## src/sv/fdr_pkg.sv

```systemverilog
// shared types, codes and constants for the fixed frame receiver
package fdr_pkg;

    localparam int FRAME_LEN_DEFAULT = 10;
    localparam int QUEUE_DEPTH_DEFAULT = 4;
    localparam int REPORT_LEN = 10;

    localparam logic [1:0] ACT_BYTE = 2'd0;
    localparam logic [1:0] ACT_REPORT = 2'd1;
    localparam logic [1:0] ACT_ACK = 2'd2;

    localparam logic [1:0] KIND_SINGLE = 2'd0;
    localparam logic [1:0] KIND_MULTIPLE = 2'd1;
    localparam logic [1:0] KIND_REPORT = 2'd2;

    localparam logic [2:0] REG_START = 3'd0;
    localparam logic [2:0] REG_STOP = 3'd1;
    localparam logic [2:0] REG_TYPE_UPDATE = 3'd2;
    localparam logic [2:0] REG_TYPE_SINGLE = 3'd3;
    localparam logic [2:0] REG_TYPE_MULTIPLE = 3'd4;
    localparam logic [2:0] REG_TYPE_ACK = 3'd5;
    localparam logic [2:0] REG_TYPE_REPORT = 3'd6;

    localparam logic [7:0] START_RESET = 8'd126;
    localparam logic [7:0] STOP_RESET = 8'd127;
    localparam logic [7:0] TYPE_UPDATE_RESET = 8'd1;
    localparam logic [7:0] TYPE_SINGLE_RESET = 8'd2;
    localparam logic [7:0] TYPE_MULTIPLE_RESET = 8'd3;
    localparam logic [7:0] TYPE_ACK_RESET = 8'd4;
    localparam logic [7:0] TYPE_REPORT_RESET = 8'd5;

    localparam logic [7:0] ASCII_ONE = 8'h31;
    localparam logic [7:0] ASCII_NINE = 8'h39;

    typedef struct packed {
        logic [7:0] start_byte;
        logic [7:0] stop_byte;
        logic [7:0] type_update;
        logic [7:0] type_single;
        logic [7:0] type_multiple;
        logic [7:0] type_ack;
        logic [7:0] type_report;
    } cfg_t;

    typedef struct packed {
        logic        is_report;
        logic [1:0]  kind;
        logic [7:0]  sensor_index;
        logic [7:0]  value;
        logic [7:0]  report_count;
        logic [15:0] bad_count;
        logic [15:0] good_count;
        logic        ack;
        logic        led;
    } cmd_t;

endpackage

```

## src/sv/fdr_front.sv

```systemverilog
// front end: frame assembly, checking, counters and dispatch decode
module fdr_front #(
    parameter int FRAME_LEN = fdr_pkg::FRAME_LEN_DEFAULT
) (
    input  logic          clk,
    input  logic          rst_n,
    input  logic          in_valid,
    input  logic [1:0]    action,
    input  logic [7:0]    rx_byte,
    input  logic          ack_value,
    input  fdr_pkg::cfg_t cfg,
    output logic          cmd_valid,
    output fdr_pkg::cmd_t cmd
);
    import fdr_pkg::*;

    localparam int IW = $clog2(FRAME_LEN);
    localparam logic [IW-1:0] LAST_POS = IW'(FRAME_LEN - 1);
    localparam logic [IW-1:0] TYPE_POS = IW'(1);
    localparam logic [IW-1:0] SENSOR_POS = IW'(3);
    localparam logic [IW-1:0] ARG_POS = IW'(4);

    logic [IW-1:0] idx_reg, idx_next;
    logic [15:0]   good_reg, good_next;
    logic [15:0]   bad_reg, bad_next;
    logic [7:0]    rc_reg, rc_next;
    logic          ack_reg, ack_next;
    logic          led_reg, led_next;
    logic [7:0]    type_reg, type_next;
    logic [7:0]    sensor_reg, sensor_next;
    logic [7:0]    arg_reg, arg_next;
    logic [7:0]    mapped;

    always_ff @(posedge clk or negedge rst_n)
    begin
        if (!rst_n)
        begin
            idx_reg <= '0;
            good_reg <= '0;
            bad_reg <= '0;
            rc_reg <= '0;
            ack_reg <= 1'b0;
            led_reg <= 1'b0;
        end
        else
        begin
            idx_reg <= idx_next;
            good_reg <= good_next;
            bad_reg <= bad_next;
            rc_reg <= rc_next;
            ack_reg <= ack_next;
            led_reg <= led_next;
        end
    end

    always_ff @(posedge clk)
    begin
        type_reg <= type_next;
        sensor_reg <= sensor_next;
        arg_reg <= arg_next;
    end

    // ascii digit one to nine maps to sensor zero to eight
    assign mapped = (sensor_reg >= ASCII_ONE && sensor_reg <= ASCII_NINE)
                  ? sensor_reg - ASCII_ONE : sensor_reg;

    always_comb
    begin
        idx_next = idx_reg;
        good_next = good_reg;
        bad_next = bad_reg;
        rc_next = rc_reg;
        ack_next = ack_reg;
        led_next = led_reg;
        type_next = type_reg;
        sensor_next = sensor_reg;
        arg_next = arg_reg;
        cmd_valid = 1'b0;
        cmd = '0;
        if (in_valid)
        begin
            case (action)
                ACT_BYTE:
                begin
                    if (rx_byte == cfg.start_byte)
                    begin
                        led_next = 1'b1;
                        idx_next = IW'(1);
                    end
                    else if (idx_reg < LAST_POS)
                    begin
                        if (idx_reg == TYPE_POS)
                            type_next = rx_byte;
                        if (idx_reg == SENSOR_POS)
                            sensor_next = rx_byte;
                        if (idx_reg == ARG_POS)
                            arg_next = rx_byte;
                        idx_next = idx_reg + 1'b1;
                    end
                    else
                    begin
                        if (rx_byte == cfg.stop_byte)
                        begin
                            led_next = 1'b0;
                            good_next = good_reg + 16'd1;
                            if (type_reg == cfg.type_update)
                            begin
                                cmd_valid = 1'b0;
                            end
                            else if (type_reg == cfg.type_single)
                            begin
                                cmd_valid = 1'b1;
                                cmd.kind = KIND_SINGLE;
                                cmd.sensor_index = sensor_reg;
                            end
                            else if (type_reg == cfg.type_multiple)
                            begin
                                cmd_valid = 1'b1;
                                cmd.kind = KIND_MULTIPLE;
                                cmd.sensor_index = mapped;
                                cmd.value = arg_reg;
                            end
                            else if (type_reg == cfg.type_ack)
                            begin
                                ack_next = 1'b1;
                            end
                        end
                        else
                        begin
                            bad_next = bad_reg + 16'd1;
                        end
                        idx_next = '0;
                    end
                end
                ACT_REPORT:
                begin
                    rc_next = rc_reg + 8'd1;
                    cmd_valid = 1'b1;
                    cmd.is_report = 1'b1;
                    cmd.kind = KIND_REPORT;
                    cmd.report_count = rc_next;
                    cmd.bad_count = bad_reg;
                    cmd.good_count = good_reg;
                    good_next = '0;
                    bad_next = '0;
                end
                ACT_ACK:
                begin
                    ack_next = ack_value;
                end
                default:
                begin
                    idx_next = idx_reg;
                end
            endcase
        end
        cmd.ack = ack_next;
        cmd.led = led_next;
    end

endmodule

```

## src/sv/fdr_queue.sv

```systemverilog
// short command queue between front and back
module fdr_queue #(
    parameter int DEPTH = fdr_pkg::QUEUE_DEPTH_DEFAULT
) (
    input  logic          clk,
    input  logic          rst_n,
    input  logic          push,
    input  fdr_pkg::cmd_t push_cmd,
    output logic          full,
    input  logic          pop,
    output fdr_pkg::cmd_t head,
    output logic          head_valid
);
    import fdr_pkg::*;

    localparam int PW = (DEPTH > 1) ? $clog2(DEPTH) : 1;
    localparam int CW = $clog2(DEPTH + 1);
    localparam logic [PW-1:0] LAST_SLOT = PW'(DEPTH - 1);

    cmd_t          slot_reg [DEPTH];
    logic [PW-1:0] wr_reg, wr_next;
    logic [PW-1:0] rd_reg, rd_next;
    logic [CW-1:0] cnt_reg, cnt_next;
    logic          do_push, do_pop;

    assign full = (cnt_reg == CW'(DEPTH));
    assign head_valid = (cnt_reg != '0);
    assign head = slot_reg[rd_reg];
    assign do_push = push && !full;
    assign do_pop = pop && head_valid;

    always_comb
    begin
        wr_next = wr_reg;
        rd_next = rd_reg;
        cnt_next = cnt_reg;
        if (do_push)
            wr_next = (wr_reg == LAST_SLOT) ? '0 : wr_reg + 1'b1;
        if (do_pop)
            rd_next = (rd_reg == LAST_SLOT) ? '0 : rd_reg + 1'b1;
        if (do_push && !do_pop)
            cnt_next = cnt_reg + 1'b1;
        else if (do_pop && !do_push)
            cnt_next = cnt_reg - 1'b1;
    end

    always_ff @(posedge clk or negedge rst_n)
    begin
        if (!rst_n)
        begin
            wr_reg <= '0;
            rd_reg <= '0;
            cnt_reg <= '0;
        end
        else
        begin
            wr_reg <= wr_next;
            rd_reg <= rd_next;
            cnt_reg <= cnt_next;
        end
    end

    always_ff @(posedge clk)
    begin
        if (do_push)
            slot_reg[wr_reg] <= push_cmd;
    end

endmodule

```

## src/sv/fdr_back.sv

```systemverilog
// back end: result generation, report serializer and output register
module fdr_back (
    input  logic          clk,
    input  logic          rst_n,
    input  fdr_pkg::cfg_t cfg,
    input  logic          head_valid,
    input  fdr_pkg::cmd_t head,
    output logic          head_pop,
    output logic          empty,
    input  logic          pop,
    output logic [1:0]    out_kind,
    output logic [7:0]    sensor_index,
    output logic [7:0]    out_value,
    output logic          last,
    output logic          ack_flag,
    output logic          frame_led
);
    import fdr_pkg::*;

    localparam int BW = $clog2(REPORT_LEN);
    localparam logic [BW-1:0] LAST_BEAT = BW'(REPORT_LEN - 1);

    logic          ovalid_reg, ovalid_next;
    logic [BW-1:0] beat_reg, beat_next;
    logic [1:0]    kind_reg, kind_next;
    logic [7:0]    sensor_reg, sensor_next;
    logic [7:0]    value_reg, value_next;
    logic          last_reg, last_next;
    logic          ack_reg, ack_next;
    logic          led_reg, led_next;
    logic          load;
    logic [7:0]    report_byte;

    assign load = !ovalid_reg || pop;

    always_comb
    begin
        case (beat_reg)
            BW'(0): report_byte = cfg.start_byte;
            BW'(1): report_byte = cfg.type_report;
            BW'(2): report_byte = head.report_count;
            BW'(5): report_byte = head.bad_count[15:8];
            BW'(6): report_byte = head.bad_count[7:0];
            BW'(7): report_byte = head.good_count[15:8];
            BW'(8): report_byte = head.good_count[7:0];
            BW'(9): report_byte = cfg.stop_byte;
            default: report_byte = 8'd0;
        endcase
    end

    always_comb
    begin
        ovalid_next = ovalid_reg;
        beat_next = beat_reg;
        kind_next = kind_reg;
        sensor_next = sensor_reg;
        value_next = value_reg;
        last_next = last_reg;
        ack_next = ack_reg;
        led_next = led_reg;
        head_pop = 1'b0;
        if (load)
        begin
            ovalid_next = head_valid;
            if (head_valid)
            begin
                kind_next = head.kind;
                ack_next = head.ack;
                led_next = head.led;
                if (head.is_report)
                begin
                    sensor_next = 8'd0;
                    value_next = report_byte;
                    last_next = (beat_reg == LAST_BEAT);
                    head_pop = (beat_reg == LAST_BEAT);
                    beat_next = (beat_reg == LAST_BEAT) ? '0 : beat_reg + 1'b1;
                end
                else
                begin
                    sensor_next = head.sensor_index;
                    value_next = head.value;
                    last_next = 1'b1;
                    head_pop = 1'b1;
                end
            end
        end
    end

    always_ff @(posedge clk or negedge rst_n)
    begin
        if (!rst_n)
        begin
            ovalid_reg <= 1'b0;
            beat_reg <= '0;
        end
        else
        begin
            ovalid_reg <= ovalid_next;
            beat_reg <= beat_next;
        end
    end

    always_ff @(posedge clk)
    begin
        kind_reg <= kind_next;
        sensor_reg <= sensor_next;
        value_reg <= value_next;
        last_reg <= last_next;
        ack_reg <= ack_next;
        led_reg <= led_next;
    end

    assign empty = !ovalid_reg;
    assign out_kind = kind_reg;
    assign sensor_index = sensor_reg;
    assign out_value = value_reg;
    assign last = last_reg;
    assign ack_flag = ack_reg;
    assign frame_led = led_reg;

endmodule

```

## src/sv/fixed_frame_receiver_dispatch.sv

```systemverilog
// top level of the fixed frame receiver with request dispatch and status report
//
// channel   direction  handshake              payload
// input     in         push / full            action, rx_byte, ack_value
// result    out        empty / pop            out_kind, sensor_index, out_value, last,
//                                             ack_flag, frame_led
// config    in         cfg_valid / cfg_ready  cfg_index, cfg_data
//
// one input item per cycle while full is low; a byte or ack item finishes in the front end
// a good single or multiple frame gives one result, a report tick gives ten, one per cycle
// while pop is held, from the serializer in the back end; each result passes the command
// queue and the output register; full rises when the command queue between front and back is full
// reset clears counters, frame position, flags and queue; config registers take defaults
module fixed_frame_receiver_dispatch #(
    parameter int FRAME_LEN = fdr_pkg::FRAME_LEN_DEFAULT,
    parameter int QUEUE_DEPTH = fdr_pkg::QUEUE_DEPTH_DEFAULT
) (
    input  logic       clk,
    input  logic       rst_n,
    input  logic       push,
    output logic       full,
    input  logic [1:0] action,
    input  logic [7:0] rx_byte,
    input  logic       ack_value,
    output logic       empty,
    input  logic       pop,
    output logic [1:0] out_kind,
    output logic [7:0] sensor_index,
    output logic [7:0] out_value,
    output logic       last,
    output logic       ack_flag,
    output logic       frame_led,
    input  logic       cfg_valid,
    output logic       cfg_ready,
    input  logic [2:0] cfg_index,
    input  logic [7:0] cfg_data
);
    import fdr_pkg::*;

    cfg_t cfg_reg, cfg_next;
    logic in_accept;
    logic cmd_valid;
    cmd_t cmd;
    cmd_t head;
    logic head_valid;
    logic head_pop;

    assign cfg_ready = 1'b1;
    assign in_accept = push && !full;

    always_comb
    begin
        cfg_next = cfg_reg;
        if (cfg_valid && cfg_ready)
        begin
            unique case (cfg_index)
                REG_START:         cfg_next.start_byte = cfg_data;
                REG_STOP:          cfg_next.stop_byte = cfg_data;
                REG_TYPE_UPDATE:   cfg_next.type_update = cfg_data;
                REG_TYPE_SINGLE:   cfg_next.type_single = cfg_data;
                REG_TYPE_MULTIPLE: cfg_next.type_multiple = cfg_data;
                REG_TYPE_ACK:      cfg_next.type_ack = cfg_data;
                REG_TYPE_REPORT:   cfg_next.type_report = cfg_data;
                default:           cfg_next = cfg_reg;
            endcase
        end
    end

    always_ff @(posedge clk or negedge rst_n)
    begin
        if (!rst_n)
        begin
            cfg_reg.start_byte <= START_RESET;
            cfg_reg.stop_byte <= STOP_RESET;
            cfg_reg.type_update <= TYPE_UPDATE_RESET;
            cfg_reg.type_single <= TYPE_SINGLE_RESET;
            cfg_reg.type_multiple <= TYPE_MULTIPLE_RESET;
            cfg_reg.type_ack <= TYPE_ACK_RESET;
            cfg_reg.type_report <= TYPE_REPORT_RESET;
        end
        else
        begin
            cfg_reg <= cfg_next;
        end
    end

    fdr_front #(
        .FRAME_LEN(FRAME_LEN)
    ) u_front (
        .clk(clk),
        .rst_n(rst_n),
        .in_valid(in_accept),
        .action(action),
        .rx_byte(rx_byte),
        .ack_value(ack_value),
        .cfg(cfg_reg),
        .cmd_valid(cmd_valid),
        .cmd(cmd)
    );

    fdr_queue #(
        .DEPTH(QUEUE_DEPTH)
    ) u_queue (
        .clk(clk),
        .rst_n(rst_n),
        .push(cmd_valid),
        .push_cmd(cmd),
        .full(full),
        .pop(head_pop),
        .head(head),
        .head_valid(head_valid)
    );

    fdr_back u_back (
        .clk(clk),
        .rst_n(rst_n),
        .cfg(cfg_reg),
        .head_valid(head_valid),
        .head(head),
        .head_pop(head_pop),
        .empty(empty),
        .pop(pop),
        .out_kind(out_kind),
        .sensor_index(sensor_index),
        .out_value(out_value),
        .last(last),
        .ack_flag(ack_flag),
        .frame_led(frame_led)
    );

`ifndef SYNTHESIS
    // report beats follow one another with no gap
    assert property (@(posedge clk) disable iff (!rst_n)
        (!empty && pop && !last) |=> !empty)
    else $error("report frame broken off");

    // request results are single items
    assert property (@(posedge clk) disable iff (!rst_n)
        (!empty && out_kind != KIND_REPORT) |-> last)
    else $error("request result without last");

    // a non-final result is always a report byte with no sensor
    assert property (@(posedge clk) disable iff (!rst_n)
        (!empty && !last) |-> (out_kind == KIND_REPORT && sensor_index == 8'd0))
    else $error("bad report beat");
`endif

endmodule

```

## config.mk

```make
export PLATFORM = sky130hd
export DESIGN_NAME = fixed_frame_receiver_dispatch
export DESIGN_NICKNAME = d
export VERILOG_FILES = /design/src/sv/fdr_pkg.sv /design/src/sv/fdr_front.sv /design/src/sv/fdr_queue.sv /design/src/sv/fdr_back.sv /design/src/sv/fixed_frame_receiver_dispatch.sv
export SDC_FILE = /design/constraint.sdc
export NUM_CORES = 1
export LEC_CHECK = 0
export ABC_CLOCK_PERIOD_IN_PS = 9000
export BUFFER_PORTS_ARGS = -buffer_cell sky130_fd_sc_hd__buf_4
export CORE_AREA = 2 2 171 173
export DETAILED_ROUTE_END_ITERATION = 16
export DIE_AREA = 0 0 173 175
export MAX_ROUTING_LAYER = met4
export PLACE_DENSITY = 0.79
export SLEW_MARGIN = 20
export SYNTH_ARGS = -nofsm -noshare
export SYNTH_HDL_FRONTEND = slang
export SYNTH_HIERARCHICAL = 1
export SYNTH_SLANG_ARGS = --single-unit
```

## constraint.sdc

```tcl
create_clock -name clk -period 9 [get_ports clk]
set_clock_uncertainty 0.2 [all_clocks]
set_input_delay 0.45 -clock clk [delete_from_list [all_inputs] [get_ports clk]]
set_output_delay 0.45 -clock clk [all_outputs]
set_load 0.01 [all_outputs]
```

## Word level (Yosys, flattened, before mapping)

Memory sizes are Yosys's and may differ from the RTL's.
Index checks and enable logic that the tools add are counted.

| storage, ports and cells | value |
|---|---|
| memory bits (writable) | 244 |
| bits in latches | 0 |
| bits in registers | 159 |
| logic and storage cells | 163 |
| input port bits | 27 |
| bits in read-only memories | 0 |
| memories | 1 |

| cells by class | value |
|---|---|
| equal/unequal tests | 31 |
| bitwise gates (word level) | 1 |
| $add $sub $neg | 10 |
| $lt $le $gt $ge | 3 |
| shifts and indexed selects | 0 |
| multipliers | 0 |
| multiplexer cells | 57 |
| div/mod/pow operators | 0 |
| reduce and logical (&&, ||, !) cells | 33 |

Memory list:

| memory | words | width | read ports | clocked after memory_dff | wr ports | line | RTL |
|---|---|---|---|---|---|---|---|
| u_queue.slot_reg | 4 | 61 | 1 | 0 | 1 | fdr_queue.sv:20 | `cmd_t slot_reg [DEPTH];` |

Operators by type and width:

| cell | number |
|---|---|
| $mux 16 | 7 |
| $mux 18 | 4 |
| $pmux 16 s2 | 2 |
| $pmux 8 s8 | 1 |
| $mux 59 | 1 |
| $eq 8x8->1 | 6 |
| $mux 40 | 1 |
| $add 16x1->16 const B | 2 |
| $mux 1 | 26 |
| $reduce_and 5->1 | 5 |
| $mux 8 | 3 |
| $reduce_and 2->1 | 10 |
| $mux 17 | 1 |
| $eq 4x3->1 const B | 4 |
| $eq 3x3->1 const B | 4 |
| $mux 4 | 3 |
| $mux 10 | 1 |
| $add 4x1->4 const B | 2 |
| $add 8x1->8 const B | 1 |
| $eq 4x1->1 const B | 2 |
| $eq 4x2->1 const B | 2 |
| $eq 4x4->1 const B | 2 |
| $ge 8x6->1 const B | 1 |
| $le 8x6->1 const B | 1 |
| other kinds (25) | 43 |

## Logic depth before layout (Yosys ltp)

Gate-level depths: netlist of run 1.

| logic depth | value |
|---|---|
| depth after elaboration | 14 |
| gate-level depth with buffers | 15 |

## Hierarchy

Netlist of run 1, hierarchy kept.

By module, submodules not included:

| module | seq. area each (µm²) | times used | cells each | area an instance (µm²) |
|---|---|---|---|---|
| fdr_queue | 7502.2 | 1 | 356 | 9328.9 |
| fdr_front | 1871.8 | 1 | 479 | 4430.5 |
| fixed_frame_receiver_dispatch | 1426.4 | 1 | 129 | 2188.3 |
| fdr_back | 755.7 | 1 | 154 | 1641.6 |

## Worst setup path before layout of run 1

Ideal clock, no wire load.

| path | value |
|---|---|
| kind | register to register |
| start point | register u_front.type_reg[1] |
| end point | memory u_queue/slot_reg[3][0] (netlist bit), enable pin |
| cell stages (with the launch flop) | 9 |
| path slack | 4.174 ns |
| buffers on the path | 0 |
| arrival time | 4.145 ns |
| cells stage by stage | edfxtp_1 -> xor2_1 -> nor4_1 -> nand2_1 -> nand2_1 -> a41oi_1 -> nor2_1 -> nand2_1 -> nor2_1 |

| between the ends | value |
|---|---|
| longest elaborated chain between the ends | 12 |

Ends and longest elaborated chain:

| what | line | RTL |
|---|---|---|
| start, declared | fdr_front.sv:29 | `logic [7:0] type_reg, type_next;` |
| start signal, assigned | fdr_front.sv:58 | `type_reg <= type_next;` |
| $eq 8x8->1 | fdr_front.sv:116 | `else if (type_reg == cfg.type_multiple)` |
| $mux 1 | fdr_front.sv:116 |  |
| $mux 1 | fdr_front.sv:110 | `else if (type_reg == cfg.type_single)` |
| $mux 1 (*) | fdr_front.sv:106 | `if (type_reg == cfg.type_update)` |
| $mux 1 (*) | fdr_front.sv:102 | `if (rx_byte == cfg.stop_byte)` |
| $mux 1 (*) | fdr_front.sv:90 | `else if (idx_reg < LAST_POS)` |
| $mux 1 (*) | fdr_front.sv:85 | `if (rx_byte == cfg.start_byte)` |
| $pmux 1 s2 (*) | fdr_front.sv:82 | `case (action)` |
| $mux 1 (*) | fdr_front.sv:80 | `if (in_valid)` |
| net cmd_valid | fixed_frame_receiver_dispatch.sv:42 | `logic cmd_valid;` |
| $logic_and 1x1->1 (*) | fdr_queue.sv:29 | `assign do_push = push && !full;` |
| $mux 1 (*) | fdr_queue.sv:65 | `if (do_push)` |
| $mux 1 (not written as such) (*) | fdr_queue.sv:66 | `slot_reg[wr_reg] <= push_cmd;` |
| end, declared | fdr_queue.sv:20 |  |

Mark *: on every way through the listed nets, which the timed path passes. The rest lies on a longest branch.

## Worst setup path in the final report of run 1

| path | value |
|---|---|
| start point | register u_front.type_reg[0] |
| end point | memory u_queue/slot_reg[1][52] (netlist bit), enable pin |

| between the ends | value |
|---|---|
| longest elaborated chain between the ends | 12 |

Ends and longest elaborated chain:

| what | line | RTL |
|---|---|---|
| $eq 8x8->1 | fdr_front.sv:116 |  |
| $mux 1 | fdr_front.sv:116 |  |
| $mux 1 | fdr_front.sv:110 |  |
| $mux 1 (*) | fdr_front.sv:106 |  |
| $mux 1 (*) | fdr_front.sv:102 |  |
| $mux 1 (*) | fdr_front.sv:90 |  |
| $mux 1 (*) | fdr_front.sv:85 |  |
| $pmux 1 s2 (*) | fdr_front.sv:82 |  |
| $mux 1 (*) | fdr_front.sv:80 |  |
| net cmd_valid | fixed_frame_receiver_dispatch.sv:42 |  |
| $logic_and 1x1->1 (*) | fdr_queue.sv:29 |  |
| net u_queue.do_push | fdr_queue.sv:24 | `logic do_push, do_pop;` |
| $mux 1 (*) | fdr_queue.sv:65 |  |
| $mux 1 (not written as such) (*) | fdr_queue.sv:66 |  |

Marked as above.

==> impl_summary.log, run 1 <==
[metrics] register-to-register setup slack: between 5000 and 6000 ps
[metrics] pin slew with the least headroom to its limit: 1040 ps
[metrics] number of unique standard cell types used by synthesis: 70
[metrics] I/O Buffers: between 40 and 50
[metrics] type of the tightest min-delay check: in2reg
[metrics] detailed-route wire length per cell: 22.7 um
[metrics] sequential area share after synthesis: 65.7%
[metrics] total I/O pin count: 51
[metrics] 1st-iter DRT viols: 1,068
[metrics] maximum vdd drop: 0.000152 V
[metrics] post-synthesis instance area: 17,600 um2
[metrics] Arr. time, crit path: between 3000 and 4000 ps
[metrics] synthesized flop and latch total: between 400 and 500
[metrics] number of search-and-repair iterations in the first detailed-routing pass: 5
[metrics] worst-case clock buffer depth: 3
[metrics] RSZ-0062 raised after global routing: false
[metrics] count of standard-cell rows: 62
[metrics] fraction of synthesized cell area taken by the top area cell type: around half
[metrics] HPWL reported at the end of detailed placement: 22,800 um
[metrics] post-layout min period: 3950 ps
[metrics] Yosys Warn Count: 6
[metrics] top cells by area, synth: sky130_fd_sc_hd__edfxtp_1 (49%), sky130_fd_sc_hd__dfrtp_1 (13%), sky130_fd_sc_hd__mux4_2 (7.4%)
[metrics] count of instances resized after the clock tree is built: 0
[metrics] top flip-flop cell by instance count after synthesis: sky130_fd_sc_hd__edfxtp_1
[metrics] Final Max Slew Viols: 0
[metrics] clock edge transition at the registers on the reported setup and hold paths: about 60 ps
[metrics] maximum number of pins on one net before global-route repair: 65
[metrics] Crit. End Element: register
[metrics] share of final-layout standard cells stronger than drive strength 1: between 20% and 30%
[metrics] run status: completed
[metrics] H-tree level count: 2
[metrics] vias in the first global route: between 9,000 and 10,000
[metrics] MaxCap Viol Count: 0
[metrics] initial antenna violation count: 1
[metrics] effective utilization at floorplan: between 60% and 70%
[metrics] CTS Root Buffer Type: sky130_fd_sc_hd__clkbuf_16
[metrics] net count of the finished layout: 1,216
[metrics] remaining routing DRC violations: 0
[metrics] clock network latency to the later pin of the worst-skew pair: approximately 530 ps
[metrics] CTS buffer count: between 40 and 50
[metrics] number of clock sinks: roughly 400
[metrics] remaining global-route overflow: 0
[metrics] type of the worst setup path: reg2reg
[metrics] power density of the placed cells: between 200 and 300 nW/um2
[metrics] Horiz. Die Dim: roughly 170 um
[metrics] routability congestion estimate: a little under 0.9
[metrics] total die area: between 30,000 and 40,000 um2
[metrics] combined global-route utilization of all metal layers: about 25%
[metrics] startpoint types: register
[metrics] net count after synthesis: 1,161
[metrics] data required time at the worst endpoint: roughly 9000 ps
[metrics] die height: approximately 180 um
[metrics] share of the cycle needed by the critical path after routing: 43.9%
[metrics] wire length of the first global-routing pass: 56,900 um
[metrics] P&R area growth vs syn: 11.7%
[metrics] average footprint of a synthesized cell: 15.7 um2
[metrics] vias per inst: between 6 and 7
[metrics] most frequent cells in the layout: sky130_fd_sc_hd__edfxtp_1 (289), sky130_fd_sc_hd__dfrtp_1 (92), sky130_fd_sc_hd__buf_4 (64)
[metrics] total number of vias: 9,879
[metrics] synthesized netlist cell count: approximately 1,100
[metrics] Fill cells: between 1,500 and 2,000
[metrics] Max Fanout on Critical Path: about 60
[metrics] post-synth top area cell: sky130_fd_sc_hd__edfxtp_1
[metrics] Core Footprint: between 20,000 and 30,000 um2
[metrics] leakage power: ~7.3 nW
[metrics] Worst setup endpoint: u_queue/slot_reg[1][52]$_DFFE_PP_
[metrics] clock tree from TritonCTS: yes
[metrics] Routed Antenna Nets: 0
[metrics] crit path from: u_front/type_reg[0]$_DFFE_PP_
[metrics] highest achievable clock rate: about 250 MHz
[metrics] final design utilization: between 60% and 70%
[metrics] final hold slack: between 20 and 30 ps
[metrics] share of synthesized flip-flops with an asynchronous set or reset: between 20% and 30%
[metrics] r2r endpoint: u_queue/slot_reg[1][52]$_DFFE_PP_
[metrics] Worst Reg2Reg Path Length in Cells: 9
[metrics] r2r startpoint: u_front/type_reg[0]$_DFFE_PP_
[metrics] worst slew margin relative to its limit: ~30%
[metrics] count of final setup violators: 0
[metrics] most common cell after layout, fill and taps aside: sky130_fd_sc_hd__edfxtp_1
[metrics] number of synthesized flops with an enable pin: 289
[metrics] Final Hold Violating Endpoints: 0
[metrics] total negative setup slack: 0 ps
[metrics] total routed wirelength: around 36,000 um
[metrics] flip-flop count of the largest register after layout: 244
==> worst min-delay path by stage <==
stage	from	to	slack (ps)	cells past startpoint
6_report	cfg_data[4]	cfg_reg[44]$_DFFE_PN1P_	30	2
5_1_grt	cfg_data[6]	cfg_reg[14]$_DFFE_PN0P_	10	2
4_1_cts	cfg_data[6]	cfg_reg[14]$_DFFE_PN0P_	9	2
3_5_place_dp	u_queue/cnt_reg[2]$_DFFE_PN0P_	u_queue/cnt_reg[2]$_DFFE_PN0P_	280	1
3_3_place_gp	u_front/rc_reg[7]$_DFFE_PN0P_	u_front/rc_reg[7]$_DFFE_PN0P_	280	1
2_1_floorplan	rst_n	cfg_reg[11]$_DFFE_PN0P_	-50	0
==> metrics by stage <==
stage	power [W]	worst slack (ps)	instances	cell area [um2]
5_1_grt	0.00559	4880	1591	19600
4_1_cts	0.00539	5170	1590	19600
6_report	0.00536	5050	1591	19600
3_3_place_gp	0.00364	5230	1505	18200
3_5_place_dp	0.00368	5200	1505	18200
2_1_floorplan	0.00336	4170	1118	17600
==> timing repair <==
action	in CTS	in global routing
buffers inserted	0	0
endpoints found under the hold margin	74	0
hold buffers	9	0
==> Yosys cell counts (3+ instances only) <==
library cell / instances
sky130_fd_sc_hd__a21oi_1: 36
sky130_fd_sc_hd__a22oi_1: 8
sky130_fd_sc_hd__and2_1: 17
sky130_fd_sc_hd__and3_1: 38
sky130_fd_sc_hd__buf_12: 6
sky130_fd_sc_hd__buf_2: 21
sky130_fd_sc_hd__buf_4: 9
sky130_fd_sc_hd__clkbuf_1: 21
sky130_fd_sc_hd__dfrtp_1: 94
sky130_fd_sc_hd__dfstp_2: 20
sky130_fd_sc_hd__edfxtp_1: 289
sky130_fd_sc_hd__ha_1: 15
sky130_fd_sc_hd__inv_1: 24
sky130_fd_sc_hd__mux2_2: 62
sky130_fd_sc_hd__mux2i_1: 24
sky130_fd_sc_hd__mux4_1: 3
sky130_fd_sc_hd__mux4_2: 58
sky130_fd_sc_hd__nand2_1: 38
sky130_fd_sc_hd__nand2b_1: 9
sky130_fd_sc_hd__nand3_1: 20
sky130_fd_sc_hd__nand3b_1: 3
sky130_fd_sc_hd__nand4_1: 9
sky130_fd_sc_hd__nand4b_1: 4
sky130_fd_sc_hd__nor2_1: 52
sky130_fd_sc_hd__nor2b_1: 13
sky130_fd_sc_hd__nor3_1: 4
sky130_fd_sc_hd__nor4_1: 10
sky130_fd_sc_hd__nor4bb_1: 3
sky130_fd_sc_hd__o21ai_0: 29
sky130_fd_sc_hd__o221ai_1: 8
sky130_fd_sc_hd__o22ai_1: 8
sky130_fd_sc_hd__o31ai_1: 9
sky130_fd_sc_hd__o41ai_1: 3
sky130_fd_sc_hd__or3_1: 25
sky130_fd_sc_hd__or4_1: 14
sky130_fd_sc_hd__xnor2_1: 13
sky130_fd_sc_hd__xor2_1: 55
==> routing by layer <==
layer | wire (um) | GRT usage (%) | part of all wire (%)
met1 | 15100 | 34.8 | 42
met2 | 17700 | 39.9 | 49
met3 | 2370 | 3.98 | 6.6
met4 | 881 | 7.03 | 2.4
met5 | 0 | - | 0
==> critical path: stages (launching register included) <==
cell and delay [ps]:
sky130_fd_sc_hd__edfxtp_1 470, sky130_fd_sc_hd__xor2_1 210, sky130_fd_sc_hd__nor4_1 680, sky130_fd_sc_hd__nand2_1 240, sky130_fd_sc_hd__nand2_1 230, sky130_fd_sc_hd__a41oi_1 140, sky130_fd_sc_hd__nor2_1 140, sky130_fd_sc_hd__nor2b_2 290
sky130_fd_sc_hd__and2_2 180, sky130_fd_sc_hd__buf_4 700
==> cell type report <==
cell class,instances,area (um2),area share (%)
flip-flops and latches,403,11600,58.9
clock inverters,21,213,1.08
clock buffers,55,1170,5.96
multi-input cells,630,5550,28.3
diodes,1,2.50,0.0127
repair buffers,73,571,2.90
inverters,24,90.1,0.459
well taps,384,480,2.45
==> kinds of logic (layout without fill, tap and decap cells) <==
family,count (synthesis),after routing,synth area share [%]
multiplexers,147,147,13.2
XOR/XNOR,68,68,3.39
other,1,2,0.0213
flip-flops,403,403,65.7
AO/OA/AOI/OAI,120,120,4.41
AND/OR/NAND/NOR,278,278,9.29
buffers and inverters,85,173,2.80
adder cells (fa/ha/maj),16,16,1.18
==> report_power, final <==
part / switching [W] / internal [W]
logic: 0.000664 / 0.000572
clock network: 0.000681 / 0.00103
registers: 0.000174 / 0.00224
total: 0.00152 / 0.00384
Note: power is estimated with default switching activity, not from simulation.
==> inputs of run 2 (changes only) <==
Settings changed: ABC_CLOCK_PERIOD_IN_PS 9000 to 3250, CORE_AREA 2 2 171 173 to 2 2 181 183, DIE_AREA 0 0 173 175 to 0 0 183 185, PLACE_DENSITY 0.79 to 0.75.
Clock period 9 ns to 3.25 ns, I/O delays scaled along.
==> run 2 against run 1 <==
Global-route usage shrank 2.0 points. Clock power grew to 2.9 times the previous value. Largest power group unchanged. Via count up 2.2%. Critical endpoint is now u_queue/slot_reg[2][1]$_DFFE_PP_.
==> impl_summary.log, run 2 (synthesized netlist as in run 1, its figures left out) <==
[metrics] run status: completed (unchanged)
[metrics] Antenna Cells: 0 (was 1)
[metrics] 1st-iter DRT viols: 970 (was 1,068)
[metrics] count of standard-cell rows: 66 (was 62)
[metrics] Max Fanout on Critical Path: 5 (was 61)
[metrics] type of the worst setup path: reg2reg (unchanged)
[metrics] highest achievable clock rate: 317 MHz (was 253 MHz)
[metrics] initial antenna violation count: 0 (was 1)
[metrics] share of the cycle needed by the critical path after routing: 97.2% (was 43.9%)
[metrics] effective utilization at floorplan: 54.9% (was 62.0%)
[metrics] crit path from: cfg_reg[40]$_DFFE_PN1P_ (was u_front/type_reg[0]$_DFFE_PP_)
[metrics] type of the tightest min-delay check: in2reg (unchanged)
[metrics] Largest stage delay, worst path: 610 ps (was 700 ps)
[metrics] data required time at the worst endpoint: 3450 ps (was 8940 ps)
[metrics] I/O Buffers: 49 (unchanged)
[metrics] number of search-and-repair iterations in the first detailed-routing pass: 7 (was 5)
[metrics] post-layout min period: 3160 ps (was 3950 ps)
[metrics] number of clock sinks: 403 (unchanged)
[metrics] clock network latency to the later pin of the worst-skew pair: 530 ps (about the same)
[metrics] pin slew with the least headroom to its limit: 789 ps (was 1040 ps)
[metrics] clock tree from TritonCTS: yes (unchanged)
[metrics] slowest cell on the critical path: sky130_fd_sc_hd__dlygate4sd3_1 (was sky130_fd_sc_hd__buf_4)
[metrics] clock edge transition at the registers on the reported setup and hold paths: 60 ps (about the same)
[metrics] die height: 185 um (was 175 um)
[metrics] total routed wirelength: 37,500 um (was 36,000 um)
[metrics] remaining global-route overflow: 0 (unchanged)
[metrics] Crit. End Element: register (unchanged)
[metrics] MaxCap Viol Count: 0 (unchanged)
[metrics] total number of vias: 10,100 (was 9,879)
[metrics] Arr. time, crit path: 3350 ps (was 3890 ps)
[metrics] worst-case clock buffer depth: 3 (unchanged)
[metrics] power density of the placed cells: 750 nW/um2 (was 273 nW/um2)
[metrics] RSZ-0062 raised after global routing: true (was false)
[metrics] wire length of the first global-routing pass: 58,100 um (was 56,900 um)
[metrics] startpoint types: register (unchanged)
[metrics] crit path cell chain: xor2_1, nor4_4, and3_1, buf_4, nand3_1, or3_1, a21oi_1, dlygate4sd3_1, buf_6 (was xor2_1, nor4_1, nand2_1, nand2_1, a41oi_1, nor2_1, nor2b_2, and2_2, buf_4)
[metrics] flip-flop count of the largest register after layout: 244 (unchanged)
[metrics] total I/O pin count: 51 (unchanged)
[metrics] HPWL reported at the end of detailed placement: 24,600 um (was 22,800 um)
[metrics] Routed Antenna Nets: 0 (unchanged)
[metrics] detailed-route wire length per cell: 22.4 um (was 22.7 um)
[metrics] vias in the first global route: 10,200 (was 9,953)
[metrics] combined global-route utilization of all metal layers: 23.3% (was 25.3%)
[metrics] CTS Root Buffer Type: sky130_fd_sc_hd__clkbuf_16 (unchanged)
[metrics] H-tree level count: 2 (unchanged)
[metrics] r2r startpoint: cfg_reg[40]$_DFFE_PN1P_ (was u_front/type_reg[0]$_DFFE_PP_)
[metrics] hold wc startpoint: cfg_index[1] (was cfg_data[4])
[metrics] vias per inst: 6.02 (was 6.21)
[metrics] worst slew margin relative to its limit: 47.4% (was 30.9%)
[metrics] Core Footprint: 32,000 um2 (was 28,400 um2)
[metrics] most common cell after layout, fill and taps aside: sky130_fd_sc_hd__edfxtp_1 (unchanged)
[metrics] leakage power: 7.71 nW (was 7.35 nW)
[metrics] maximum number of pins on one net before global-route repair: 52 (was 65)
[metrics] share of final-layout standard cells stronger than drive strength 1: 26.7% (was 24.2%)
[metrics] Horiz. Die Dim: 183 um (was 173 um)
[metrics] total die area: 33,900 um2 (was 30,300 um2)
[metrics] routability congestion estimate: 0.905 (was 0.866)
[metrics] Final Hold Violating Endpoints: 0 (unchanged)
[metrics] remaining routing DRC violations: 0 (unchanged)
[metrics] CTS buffer count: 42 (was 41)
[metrics] maximum vdd drop: 0.000503 V (was 0.000152 V)
[metrics] Final Max Slew Viols: 0 (unchanged)
[metrics] most frequent cells in the layout: sky130_fd_sc_hd__edfxtp_1 (289), sky130_fd_sc_hd__buf_4 (95), sky130_fd_sc_hd__dfrtp_1 (92) (was sky130_fd_sc_hd__edfxtp_1 (289), sky130_fd_sc_hd__dfrtp_1 (92), sky130_fd_sc_hd__buf_4 (64))
[metrics] Tot Pwr: 0.0153 W (was 0.00536 W)
[metrics] total negative setup slack: 0 ps (unchanged)
[metrics] count of final setup violators: 0 (unchanged)
[metrics] net count of the finished layout: 1,279 (was 1,216)
[metrics] P&R area growth vs syn: 16.2% (was 11.7%)
-- run 2: cell count changes in the layout (fill, tap and decap cells not counted), sizes merged --
cell | before | now
buf | 64 | 109
clkbuf | 55 | 60
bufinv | 4 | 6
clkinvlp | 1 | 2
clkinv | 15 | 8
dlygate4sd3 | 9 | 26
diode | 1 | 0
-- run 2: per-layer routing --
layer / track usage, % / share of wire (%)
met1: 31.3 / 42
met2: 36.4 / 49
met3: 5.01 / 6.8
met4: 6.72 / 2.3
met5: - / 0
-- run 2: where the power goes --
| part | internal [W] | switching, W | total, W |
|---|---|---|---|
| Sequential | 0.00619 | 0.000369 | 0.00655 |
| Clock | 0.00306 | 0.00191 | 0.00497 |
| Combinational | 0.00176 | 0.00204 | 0.00380 |
-- run 2: path summary, 6_finish.rpt --
| path | endpoint | cells after the start | slack [ps] |
|---|---|---|---|
| setup / recovery | u_queue/slot_reg[2][1]$_DFFE_PP_ | 9 | 90 |
| setup reg to reg | u_queue/slot_reg[2][1]$_DFFE_PP_ | 9 | 90 |
| hold / removal | cfg_reg[21]$_DFFE_PN0P_ | 4 | 40 |
| hold reg to reg | u_front/rc_reg[7]$_DFFE_PN0P_ | 1 | 300 |
| min in group asynchronous | u_front/good_reg[13]$_DFFE_PN0P_ | 2 | 50 |
| max in group asynchronous | u_front/bad_reg[11]$_DFFE_PN0P_ | 3 | 1980 |
-- run 2: final cells by class --
cell class	instances	area, um2
inverters	24	90.1
multi-input cells	630	5580
flip-flops and latches	403	11600
clock buffers	60	1200
clock inverters	17	248
fillers	2258	11600
well taps	408	510
repair buffers	135	1240
-- run 2: per-stage QoR --
stage | hold WS, ps | utilization (%) | instance area (um2) | setup WS, ps | cells
after floorplan | -333 | - | 17600 | 56.8 | 1118
after global placement | 74.1 | 58.2 | 18700 | -16.1 | 1568
after detailed placement | 58.8 | 58.2 | 18700 | -132 | 1568
after CTS | 12.2 | 63.6 | 20400 | 26.6 | 1671
after global routing | 41.3 | 63.8 | 20400 | -48.0 | 1677
final | 39.7 | 63.8 | 20400 | 92.6 | 1677
-- run 2: timing repair --
action / CTS / global route
resized for setup: 2 / 3
pin swaps: 1 / 4
hold endpoints to repair: 139 / 0
setup buffers: 0 / 6
setup endpoints to repair: 156 / 89
hold buffers: 26 / 0
-- run 2: critical path: cells and delay by family (launching register included) --
kind | cells | cell delay [ps]
buf+inv | 3 | 940
compound gates | 1 | 150
xor+xnor | 1 | 100
flops | 1 | 550
simple gates | 4 | 1090
